$ cat src/hw/rtl/lhc_pkg.sv
// Shared types and constants for the latency histogram counter.
// Holds the bound tables, field widths, codes and the sequencer state type.
// No dependencies.
package lhc_pkg;

  localparam int LAT_W      = 40;
  localparam int IN_DATA_W  = 48;
  localparam int IDX_OUT_W  = 4;
  localparam int OUT_CNT_W  = 48;
  localparam int TOTAL_W    = 64;
  localparam int OUT_PAD_W  = 4;
  localparam int OUT_DATA_W = IDX_OUT_W + 3 * OUT_CNT_W + TOTAL_W + OUT_PAD_W;
  localparam int APB_AW     = 3;
  localparam int APB_DW     = 32;

  localparam int TABLE_LEN = 12;
  localparam int BOUND_W   = 24;

  localparam logic [BOUND_W-1:0] CMD_BOUNDS [TABLE_LEN] = '{
    24'd100, 24'd250, 24'd500, 24'd1000, 24'd2500, 24'd5000,
    24'd10000, 24'd25000, 24'd50000, 24'd100000, 24'd500000, 24'd1000000
  };

  localparam logic [BOUND_W-1:0] DB_BOUNDS [TABLE_LEN] = '{
    24'd1000, 24'd2500, 24'd5000, 24'd10000, 24'd25000, 24'd50000,
    24'd100000, 24'd250000, 24'd500000, 24'd1000000, 24'd5000000, 24'd10000000
  };

  localparam logic KIND_OBSERVE  = 1'b0;
  localparam logic KIND_SNAPSHOT = 1'b1;

  localparam logic BOUNDS_CMD = 1'b0;
  localparam logic BOUNDS_DB  = 1'b1;

  localparam logic [APB_AW-3:0] REG_BOUND_SET = '0;

  typedef enum logic {
    ST_IDLE,
    ST_SNAP
  } lhc_state_t;

endpackage

$ cat src/hw/rtl/latency_histogram_counter_top.sv
// Top level of the latency histogram counter: stream ports, APB register,
// bucket RAM with read-modify-write and the snapshot sequencer.
// Depends on lhc_pkg, lhc_ram and lhc_bucket_sel.
//
//   Channel   Direction  Carries
//   s_*       in         observe (latency, slow flag) or snapshot request
//   m_*       out        one histogram row per transfer, tlast on the final row
//   APB       in/out     bound_set register at byte address 0
//
// Observations are taken one per cycle while no snapshot runs; the bucket RAM is read at the
// transfer and written back in the next cycle, with forwarding between back-to-back updates.
// A snapshot holds off the input until its final row is loaded: a RAM read of the first
// bucket, then one row per cycle from the RAM read port while the output is not stalled.
// Reset clears all counters; bucket entries carry valid bits, so no clearing pass.
// An output stall re-reads the current row and resumes without loss.
module latency_histogram_counter_top #(
  parameter int NUM_BOUNDS  = 12,
  parameter int COUNT_WIDTH = 48
) (
  input  logic                             clk,
  input  logic                             rst,
  input  logic                             s_tvalid,
  output logic                             s_tready,
  // latency_us [39:0], slow [40], zero fill [47:41]
  input  logic [lhc_pkg::IN_DATA_W-1:0]    s_tdata,
  // kind [0]
  input  logic                             s_tuser,
  output logic                             m_tvalid,
  input  logic                             m_tready,
  // bucket_index [3:0], cumulative_count [51:4], total_micros [115:52],
  // event_count [163:116], slow_count [211:164], zero fill [215:212]
  output logic [lhc_pkg::OUT_DATA_W-1:0]   m_tdata,
  output logic                             m_tlast,
  input  logic                             psel,
  input  logic                             penable,
  input  logic                             pwrite,
  input  logic [lhc_pkg::APB_AW-1:0]       paddr,
  input  logic [lhc_pkg::APB_DW-1:0]       pwdata,
  output logic [lhc_pkg::APB_DW-1:0]       prdata,
  output logic                             pready
);
  import lhc_pkg::*;

  localparam int NBK = NUM_BOUNDS + 1;
  localparam int BW  = $clog2(NBK);
  localparam int CW  = COUNT_WIDTH;
  localparam logic [CW-1:0] CMAX = {CW{1'b1}};

  lhc_state_t state, state_next;

  logic               bound_set;
  logic [TOTAL_W-1:0] total;
  logic [CW-1:0]      evt_cnt;
  logic [CW-1:0]      slow_cnt;

  logic               in_acc, obs_acc, snap_acc;
  logic [LAT_W-1:0]   s_lat;
  logic               s_slow;
  logic [BW-1:0]      bucket;

  logic               obs_v;
  logic [BW-1:0]      obs_b;
  logic               wr_v_q;
  logic [BW-1:0]      wr_addr_q;
  logic [CW-1:0]      wr_data_q;
  logic [NBK-1:0]     vld;
  logic [CW-1:0]      cur, inc;

  logic [BW-1:0]      raddr;
  logic [CW-1:0]      rdata;

  logic [BW-1:0]      snap_idx;
  logic               pend;
  logic [CW-1:0]      running;
  logic [CW-1:0]      snap_val;
  logic [CW:0]        sum_w;
  logic [CW-1:0]      sum_sat;
  logic               snap_last;
  logic               load;

  logic [BW-1:0]      out_idx;
  logic [CW-1:0]      out_cum;
  logic [TOTAL_W-1:0] out_total;
  logic [CW-1:0]      out_evt;
  logic [CW-1:0]      out_slow;
  logic               out_last;

  logic [BW+IDX_OUT_W-1:0] idx_ext;
  logic [CW+OUT_CNT_W-1:0] cum_ext, evt_ext, slow_ext;

  logic                cfg_wr;
  logic [APB_AW-3:0]   reg_idx;

  assign s_tready = (state == ST_IDLE);
  assign in_acc   = s_tvalid & s_tready;
  assign obs_acc  = in_acc && (s_tuser == KIND_OBSERVE);
  assign snap_acc = in_acc && (s_tuser == KIND_SNAPSHOT);
  assign s_lat    = s_tdata[LAT_W-1:0];
  assign s_slow   = s_tdata[LAT_W];

  lhc_bucket_sel #(
    .NUM_BOUNDS(NUM_BOUNDS)
  ) u_bucket_sel (
    .latency_us(s_lat),
    .bound_set (bound_set),
    .bucket    (bucket)
  );

  lhc_ram #(
    .WIDTH(CW),
    .DEPTH(NBK)
  ) u_ram (
    .clk  (clk),
    .we   (obs_v),
    .waddr(obs_b),
    .wdata(inc),
    .raddr(raddr),
    .rdata(rdata)
  );

  // The entry written in the previous cycle is not yet visible at the read port.
  assign cur = (wr_v_q && (wr_addr_q == obs_b)) ? wr_data_q :
               (vld[obs_b] ? rdata : '0);
  assign inc = (cur == CMAX) ? cur : cur + 1'b1;

  assign snap_val  = vld[snap_idx] ? rdata : '0;
  assign sum_w     = {1'b0, running} + {1'b0, snap_val};
  assign sum_sat   = sum_w[CW] ? CMAX : sum_w[CW-1:0];
  assign snap_last = (snap_idx == BW'(NUM_BOUNDS));
  assign load      = (state == ST_SNAP) && pend && (!m_tvalid || m_tready);

  always_comb begin
    state_next = state;
    raddr      = bucket;
    case (state)
      ST_IDLE: begin
        raddr = bucket;
        if (snap_acc) begin
          state_next = ST_SNAP;
        end
      end
      ST_SNAP: begin
        raddr = (load && !snap_last) ? snap_idx + 1'b1 : snap_idx;
        if (load && snap_last) begin
          state_next = ST_IDLE;
        end
      end
      default: begin
        state_next = ST_IDLE;
      end
    endcase
  end

  always_ff @(posedge clk) begin
    if (rst) begin
      state <= ST_IDLE;
    end else begin
      state <= state_next;
    end
  end

  always_ff @(posedge clk) begin
    if (rst) begin
      obs_v    <= 1'b0;
      wr_v_q   <= 1'b0;
      vld      <= '0;
      total    <= '0;
      evt_cnt  <= '0;
      slow_cnt <= '0;
    end else begin
      obs_v  <= obs_acc;
      wr_v_q <= obs_v;
      if (obs_v) begin
        vld[obs_b] <= 1'b1;
      end
      if (obs_acc) begin
        total <= total + {{(TOTAL_W - LAT_W){1'b0}}, s_lat};
        if (evt_cnt != CMAX) begin
          evt_cnt <= evt_cnt + 1'b1;
        end
        if (s_slow && (slow_cnt != CMAX)) begin
          slow_cnt <= slow_cnt + 1'b1;
        end
      end
    end
  end

  always_ff @(posedge clk) begin
    obs_b     <= bucket;
    wr_addr_q <= obs_b;
    wr_data_q <= inc;
  end

  always_ff @(posedge clk) begin
    if (rst) begin
      snap_idx <= '0;
      pend     <= 1'b0;
      running  <= '0;
    end else if (snap_acc) begin
      snap_idx <= '0;
      pend     <= 1'b0;
      running  <= '0;
    end else if (state == ST_SNAP) begin
      pend <= !(load && snap_last);
      if (load) begin
        snap_idx <= snap_idx + 1'b1;
        running  <= sum_sat;
      end
    end
  end

  always_ff @(posedge clk) begin
    if (rst) begin
      m_tvalid <= 1'b0;
    end else if (load) begin
      m_tvalid <= 1'b1;
    end else if (m_tready) begin
      m_tvalid <= 1'b0;
    end
  end

  always_ff @(posedge clk) begin
    if (load) begin
      out_idx   <= snap_idx;
      out_cum   <= sum_sat;
      out_total <= total;
      out_evt   <= evt_cnt;
      out_slow  <= slow_cnt;
      out_last  <= snap_last;
    end
  end

  assign idx_ext  = {{IDX_OUT_W{1'b0}}, out_idx};
  assign cum_ext  = {{OUT_CNT_W{1'b0}}, out_cum};
  assign evt_ext  = {{OUT_CNT_W{1'b0}}, out_evt};
  assign slow_ext = {{OUT_CNT_W{1'b0}}, out_slow};

  assign m_tdata = {{OUT_PAD_W{1'b0}}, slow_ext[OUT_CNT_W-1:0], evt_ext[OUT_CNT_W-1:0],
                    out_total, cum_ext[OUT_CNT_W-1:0], idx_ext[IDX_OUT_W-1:0]};
  assign m_tlast = out_last;

  assign pready  = 1'b1;
  assign reg_idx = paddr[APB_AW-1:2];
  assign cfg_wr  = psel & penable & pwrite & pready;
  assign prdata  = (reg_idx == REG_BOUND_SET) ? {{(APB_DW - 1){1'b0}}, bound_set} : '0;

  always_ff @(posedge clk) begin
    if (rst) begin
      bound_set <= BOUNDS_CMD;
    end else if (cfg_wr && (reg_idx == REG_BOUND_SET)) begin
      bound_set <= pwdata[0];
    end
  end

  a_last_on_final_row: assert property (@(posedge clk) disable iff (rst)
    m_tvalid |-> (out_last == (out_idx == BW'(NUM_BOUNDS))))
    else $error("tlast does not match the final bucket row");

  a_no_update_in_snapshot: assert property (@(posedge clk) disable iff (rst)
    (state == ST_SNAP) |-> !obs_v)
    else $error("bucket update pending while a snapshot reads the RAM");

  a_snapshot_starts_at_zero: assert property (@(posedge clk) disable iff (rst)
    snap_acc |=> ((state == ST_SNAP) && (snap_idx == '0) && (running == '0)))
    else $error("snapshot did not start at the first bucket");

  a_row_advance: assert property (@(posedge clk) disable iff (rst)
    (load && !snap_last) |=> (snap_idx == BW'($past(snap_idx) + 1'b1)))
    else $error("snapshot row index did not advance by one");

endmodule

$ cat src/hw/rtl/lhc_ram.sv
// Generic single-write, single-read synchronous RAM with registered read data.
// A read at the same edge as a write to that address returns the old contents.
// No dependencies.
module lhc_ram #(
  parameter int WIDTH = 48,
  parameter int DEPTH = 13
) (
  input  logic                     clk,
  input  logic                     we,
  input  logic [$clog2(DEPTH)-1:0] waddr,
  input  logic [WIDTH-1:0]         wdata,
  input  logic [$clog2(DEPTH)-1:0] raddr,
  output logic [WIDTH-1:0]         rdata
);

  logic [WIDTH-1:0] mem [DEPTH];

  always_ff @(posedge clk) begin
    if (we) begin
      mem[waddr] <= wdata;
    end
    rdata <= mem[raddr];
  end

endmodule

$ cat src/hw/rtl/lhc_bucket_sel.sv
// Bucket selection: finds the first bound that a latency does not exceed.
// Depends on lhc_pkg for the two bound tables.
module lhc_bucket_sel #(
  parameter int NUM_BOUNDS = 12
) (
  input  logic [lhc_pkg::LAT_W-1:0]         latency_us,
  input  logic                              bound_set,
  output logic [$clog2(NUM_BOUNDS+1)-1:0]   bucket
);
  import lhc_pkg::*;

  localparam int BW    = $clog2(NUM_BOUNDS + 1);
  localparam int TAB_N = (NUM_BOUNDS < TABLE_LEN) ? NUM_BOUNDS : TABLE_LEN;

  always_comb begin
    logic [BOUND_W-1:0] bnd;
    bucket = BW'(NUM_BOUNDS);
    bnd    = '0;
    for (int i = TAB_N - 1; i >= 0; i--) begin
      bnd = (bound_set == BOUNDS_DB) ? DB_BOUNDS[i] : CMD_BOUNDS[i];
      if (latency_us <= {{(LAT_W - BOUND_W){1'b0}}, bnd}) begin
        bucket = BW'(i);
      end
    end
  end

endmodule
$ cat config.mk
export PLATFORM = sky130hd
export DESIGN_NAME = latency_histogram_counter_top
export DESIGN_NICKNAME = d
export VERILOG_FILES = /design/src/hw/rtl/lhc_pkg.sv /design/src/hw/rtl/latency_histogram_counter_top.sv /design/src/hw/rtl/lhc_ram.sv /design/src/hw/rtl/lhc_bucket_sel.sv
export SDC_FILE = /design/constraint.sdc
export NUM_CORES = 2
export LEC_CHECK = 0
export BUFFER_PORTS_ARGS = -buffer_cell sky130_fd_sc_hd__clkbuf_2
export CAP_MARGIN = 20
export CORE_MARGIN = 5
export CORE_UTILIZATION = 55
export CTS_CLUSTER_SIZE = 40
export DETAILED_ROUTE_END_ITERATION = 10
export GPL_TIMING_DRIVEN = 0
export PLACE_DENSITY_LB_ADDON = 0.08
export SYNTH_ARGS = -nofsm -noshare
export SYNTH_HDL_FRONTEND = slang
export SYNTH_SLANG_ARGS = --single-unit
$ cat constraint.sdc
create_clock -name clk -period 9.3 [get_ports clk]
set_input_delay 1.86 -clock clk [delete_from_list [all_inputs] [get_ports clk]]
set_output_delay 1.86 -clock clk [all_outputs]
set_load 0.02 [all_outputs]
# ---- Yosys cells after proc, flatten, opt, wreduce, memory -nomap -nowiden
# Memories as Yosys holds them, arrays and structs flattened. A register that Yosys moved wholly into a read port is not among the register bits.
# Cells that the tools add are included.
# Widths: inputs -> output; s select.
dict set report classes {
  n_lt_le_gt_ge 15
  addsub 6
  reduce_logical 19
  bitwise_logic 7
  eq_ne 5
  n_mux 45
}
# cell count
set ops {}
lappend ops {{$le 40x24->1} 12}
lappend ops {{$mux 48} 5}
lappend ops {{$add 48x1->48 const B} 3}
lappend ops {{$ne 48x48->1 const B} 2}
lappend ops {{$add 64x40->64} 1}
lappend ops {{$add 48x48->49} 1}
lappend ops {{$eq 48x48->1 const B} 1}
lappend ops {{$mux 4} 12}
lappend ops {{$mux 24} 1}
lappend ops {{$mux 23} 1}
lappend ops {{$mux 20} 1}
lappend ops {{$mux 19} 1}
lappend ops {{$mux 18} 1}
lappend ops {{$mux 17} 1}
lappend ops {{$mux 16} 1}
lappend ops {{$mux 15} 1}
lappend ops {{$mux 14} 1}
lappend ops {{$mux 13} 1}
lappend ops {{$or 13x13->13} 1}
lappend ops {{$mux 12} 1}
lappend ops {{$logic_and 1x1->1} 10}
lappend ops {{$lt 4x5->1 const B} 2}
lappend ops {{$mux 1} 10}
lappend ops {{$mux 10} 1}
lappend ops {{16 further kinds} 25}
dict set report word_totals {
  inputBits 91
  register_bits 500
  mem_bits_rw 624
  n_memories 1
  elab_cells 119
}
# memory words width rd rd_clocked_by_memory_dff write_ports line_no
set mem_list {}
lappend mem_list {u_ram.mem 13 48 1 1 1 lhc_ram.sv:16} ;# logic [WIDTH-1:0] mem [DEPTH];

# ---- Logic depth before layout (Yosys ltp)
dict set report logic_depth {
  word_depth 15
  depth_mapped 23
}

# ---- Cells and area by module
# From an unflattened synthesis, not the netlist that was laid out.
dict set report hier_totals {
  cells_unflattened 3806
  hier_area_um2 50768.7
}
# module seq_area_each_um2 area_per_inst_um2 n_inst cells_per_inst
set modules_own_cells {}
lappend modules_own_cells {lhc_ram 19698.9 24442.2 1 1039}
lappend modules_own_cells {latency_histogram_counter_top 12141.6 24106.9 1 2457}
lappend modules_own_cells {lhc_bucket_sel 0.0 2219.6 1 310}

# ---- Worst setup path before layout
# OpenSTA, ideal clock, no wires.
dict set report synth_path {
  path_kind {input-to-reg}
  from {input m_tready}
  to {register running[12]}
  path_slack_ps 39
  arrival_ps 8797
  setup_ps 463
  path_buffers 2
  cell_stages 6
  cell_sequence {nand2b_1 > nand3_1 > clkinv_1 > clkbuf_1 > clkbuf_1 > a311oi_1}
}
dict set report synth_via {
  elab_chain_len 3
}
# item line_no
set synth_lines {}
lappend synth_lines {{from (decl)} latency_histogram_counter_top.sv:29} ;# input logic m_tready,
lappend synth_lines {{$logic_or 1x1->1} latency_histogram_counter_top.sv:130} ;# assign load = (state == ST_SNAP) && pend && (!m_tvalid || m_tready);
lappend synth_lines {{$logic_and 1x1->1} latency_histogram_counter_top.sv:130}
lappend synth_lines {{via load} latency_histogram_counter_top.sv:79} ;# logic load;
lappend synth_lines {{$reduce_and 2->1 (no source line)} -}
lappend synth_lines {{to (signal assigned)} latency_histogram_counter_top.sv:207} ;# running <= sum_sat;
lappend synth_lines {{to (decl)} latency_histogram_counter_top.sv:74} ;# logic [CW-1:0] running;
# The timed path passes the listed nets, and every way through them passes these cells.
# A chain may end at the register's enable or synchronous reset.

# ---- Final worst setup path
dict set report layout_path {
  from {register snap_idx[0]}
  to {register out_cum[29], data pin}
}
dict set report layout_via {
  elab_chain_len 5
}
# item line_no
set layout_lines {}
lappend layout_lines {{from (decl)} latency_histogram_counter_top.sv:72} ;# logic [BW-1:0] snap_idx;
lappend layout_lines {{from (signal assigned)} latency_histogram_counter_top.sv:206} ;# snap_idx <= snap_idx + 1'b1;
lappend layout_lines {{$bmux 1 s4} latency_histogram_counter_top.sv:126} ;# assign snap_val = vld[snap_idx] ? rdata : '0;
lappend layout_lines {{$mux 1 (implied by the code)} latency_histogram_counter_top.sv:126}
lappend layout_lines {{$mux 48} latency_histogram_counter_top.sv:126}
lappend layout_lines {{$add 48x48->49} latency_histogram_counter_top.sv:127} ;# assign sum_w = {1'b0, running} + {1'b0, snap_val};
lappend layout_lines {{$mux 48} latency_histogram_counter_top.sv:128} ;# assign sum_sat = sum_w[CW] ? CMAX : sum_w[CW-1:0];
lappend layout_lines {{via sum_sat[29]} latency_histogram_counter_top.sv:77} ;# logic [CW-1:0] sum_sat;
lappend layout_lines {{to (signal assigned)} latency_histogram_counter_top.sv:225} ;# out_cum <= sum_sat;
lappend layout_lines {{to (decl)} latency_histogram_counter_top.sv:82} ;# logic [CW-1:0] out_cum;
# The timed path passes the listed nets, and every way through them passes these cells. The select of a mux whose other input is x is not followed.

==> reports/qor.txt <==
Syn_area_per_cell = 12.14 um2
CP Launch Type = flip-flop
CTS tree = built
Area fraction of the dominant cell type after synthesis = 0.4885
Setup tns final = 0 ns
Slew HR = 0.1928
Clk root buf = clkbuf_16
Routed WL = 145.0 mm
Outcome = complete, no violations
Setup repair after global routing missed its margin = false
CTS Buf Count = 114
GR Overflow Total = 0
WL/cell = 23.81 um
GP Congestion = 0.9645
Largest net degree at the start of global routing = 69
Hold Violations, Final = 0
Post-synth top cells = edfxtp_1 (837), dfxtp_1 (335), nor2_1 (315), nand2_1 (287), a21oi_1 (244)
DRT Pass-1 Iters = 5
Post-DP HPWL = 104.1 mm
Setup WS pre-CTS = 1.728 ns
Initial Utilization = 0.5530
Full die area = 0.09977 mm2
Mapped Cells = 4240
CTS hold repair buffers = 0
Met2 usage = 0.4595
Worst hold slack = 0.3533 ns
Finished Layout Cells = 6089
Die extent in y = 315.9 um
Most frequent CP cell = clkbuf_1
Vias in the first global route = 34710
Vias = 36400
Synth area leaders = edfxtp_1 (49%), dfxtp_1 (13%), ha_1 (3.3%), mux2i_1 (2.8%), a21oi_1 (2.4%)
Max Root-Sink Buffers = 3
Worst slew pin tran = 1.211 ns
Met1 GRT Util = 0.3873
Die width = 315.9 um
Setup CP Type = flip-flop to flip-flop
Worst setup EP type = flip-flop
Post_cts resized = 0
Clock sinks = 1172
Met3 Usage GRT = 0.04529
Final cycle utilization of the critical path = 0.7888
Clock latency on the worst-skew pair = 0.74 ns
Leakage = 0.02201 uW
Slew Limit Fails = 0
Synth Register Bits = 1172
# H-tree levels = 3
Worst Path Arrival = 7.73 ns
Required @ worst endpoint = 9.69 ns
Synth area leader = edfxtp_1
Core Area = 0.09305 mm2
Max incr delay on CP = 0.72 ns
Slowest CP cell = o41ai_1
# DRC = 0
Post-CTS Setup Inserts = 0
Cell Rows = 112
Seq/Total Area, Yosys = 0.6188
Post-route minimum period = 7.336 ns
Endpoints failing setup = 0
Gr usage total = 0.2830
Initial antenna violation count = 10
Clock slew at reported path FFs = 0.06 ns
Vias/cell = 5.978
Biggest regs = u_ram.mem: 624 flops, out_total: 64 flops, total: 64 flops
Most frequent cell after synthesis = edfxtp_1
Fmax = 136.3 MHz
Ys Warns = 0
IO buf count = 266
Crit-path cells = clkbuf_1 -> mux4_2 -> mux2i_1 -> nor2_1 -> a21oi_1 -> clkbuf_1 -> nor2b_1 -> ha_1 -> inv_1 -> fa_1 -> nor2b_1 -> o31ai_1 -> a21oi_1 -> o21ai_0 -> a21oi_1 -> o41ai_1 -> a211oi_1 -> o21bai_1 -> a31o_2 -> clkbuf_1 -> clkbuf_1 -> o21ai_0
Unique cell type count in the Yosys netlist = 87
Post-route ant nets = 0
CP max FO = 10
Worst VDD drop = 0.1868 mV
Global-route wire length before repair = 214.7 mm
Most flops, register = u_ram.mem
Ports = 343
Placed cells = 5845
Area growth syn-to-layout = 15.91%
Netlist Area Pre-Place = 0.05146 mm2
EDFF count, synth = 837
Most used routing layer = met2
Fraction of layout cells with a size suffix above 1 = 0.1568
Max Cap Viol = 0
Most used DFF post-synth = edfxtp_1
Post-synth ARST share = 0
Power Dens Cells = 188.8 mW/mm2
Final Skew = 0.04829 ns
Hold Crit Class = flip-flop to flip-flop
Setup ws final = 1.964 ns
Initial DRC count = 3927
Number of flip-flops in the largest register = 624
Nets = 4956
-- power breakdown --
part / internal (uW) / switching, uW
combinational: 200 / 379
clock: 2930 / 2050
sequential: 5620 / 79.4
total: 8750 / 2510
-- through the flow --
stage | area [um2] | utilization | power (uW)
detailed placement | 55330 | 0.5947 | 6375
floorplan | 51580 | - | 6144
finish | 59640 | 0.6410 | 11260
CTS | 59460 | 0.6390 | 11300
global placement | 54480 | 0.5855 | 6372
global route | 59630 | 0.6409 | 11600
-- critical path: cells and delay by family, from the launching register on --
kind                     cells  cell delay [ns]
AO/OA/AOI/OAI               10             3.45
adder cells (fa/ha/maj)      2             0.45
buffers and inverters        5             1.80
flip-flops                   1             0.37
multiplexers                 2             0.72
AND/OR/NAND/NOR              3             0.24
-- kinds of logic (layout without fill, tap and decap cells) --
family                     Yosys count  count (layout)  synth area share
AOI/OAI and AO/OA                  828             828            0.1013
xor gates and xnor gates           210             210           0.03574
adders and majority gates          138             138           0.03385
buffers and inverters              302             857           0.02592
DFF                               1172            1172            0.6188
muxes                              257             257           0.05422
other                                2              42         0.0001460
and+or+nand+nor                   1331            1331            0.1301
-- final timing paths --
check / startpoint / to / slack (ns) / cells after the start
setup / recovery: snap_idx[0]$_SDFFE_PP0P_ / out_cum[29]$_DFFE_PP_ / 1.96 / 22
hold / removal: obs_b[3]$_DFF_P_ / wr_addr_q[3]$_DFF_P_ / 0.35 / 0
setup reg to reg: snap_idx[0]$_SDFFE_PP0P_ / out_cum[29]$_DFFE_PP_ / 1.96 / 22
hold reg to reg: obs_b[3]$_DFF_P_ / wr_addr_q[3]$_DFF_P_ / 0.35 / 0
-- cells in the final DEF, fill, tap and decap left out, types with 22 or more instances in the layout --
cell type,n
xor2_1,103
a221o_1,47
or3_1,90
clkbuf_2,266
a21oi_1,244
edfxtp_1,837
mux2i_1,146
clkbuf_16,119
buf_2,34
and3_1,51
nand2_1,287
dfxtp_1,335
xnor2_1,107
buf_6,25
nor4_1,31
conb_1,36
nor2b_1,68
inv_1,71
a211oi_1,26
buf_4,63
o22ai_1,57
a21o_1,48
ha_1,136
mux2_2,104
o21ai_0,225
clkinv_2,25
nor2_1,306
nand4_1,47
nand2b_1,51
clkbuf_1,168
nor3_1,101
a31oi_1,22
nand3_1,162
-- cell type report --
class,instances,area (um2)
Inverter,73,274.0
Tap cell,1254,1569
Clock inverter,64,863.3
Buffer,229,1064
Fill cell,7296,33400
Antenna cell,6,15.01
Multi-Input combinational cell,2800,18510
Clock buffer,154,3259
Timing Repair Buffer,337,2252
Sequential cell,1172,31840
-- per-layer routing --
layer,wire [um],vias to the layer above
met3,10780,298
met5,0,-
met1,60770,17810
met4,6136,0
met2,67310,1517
li1,-,16770
Power figures use the tool's default switching activity.
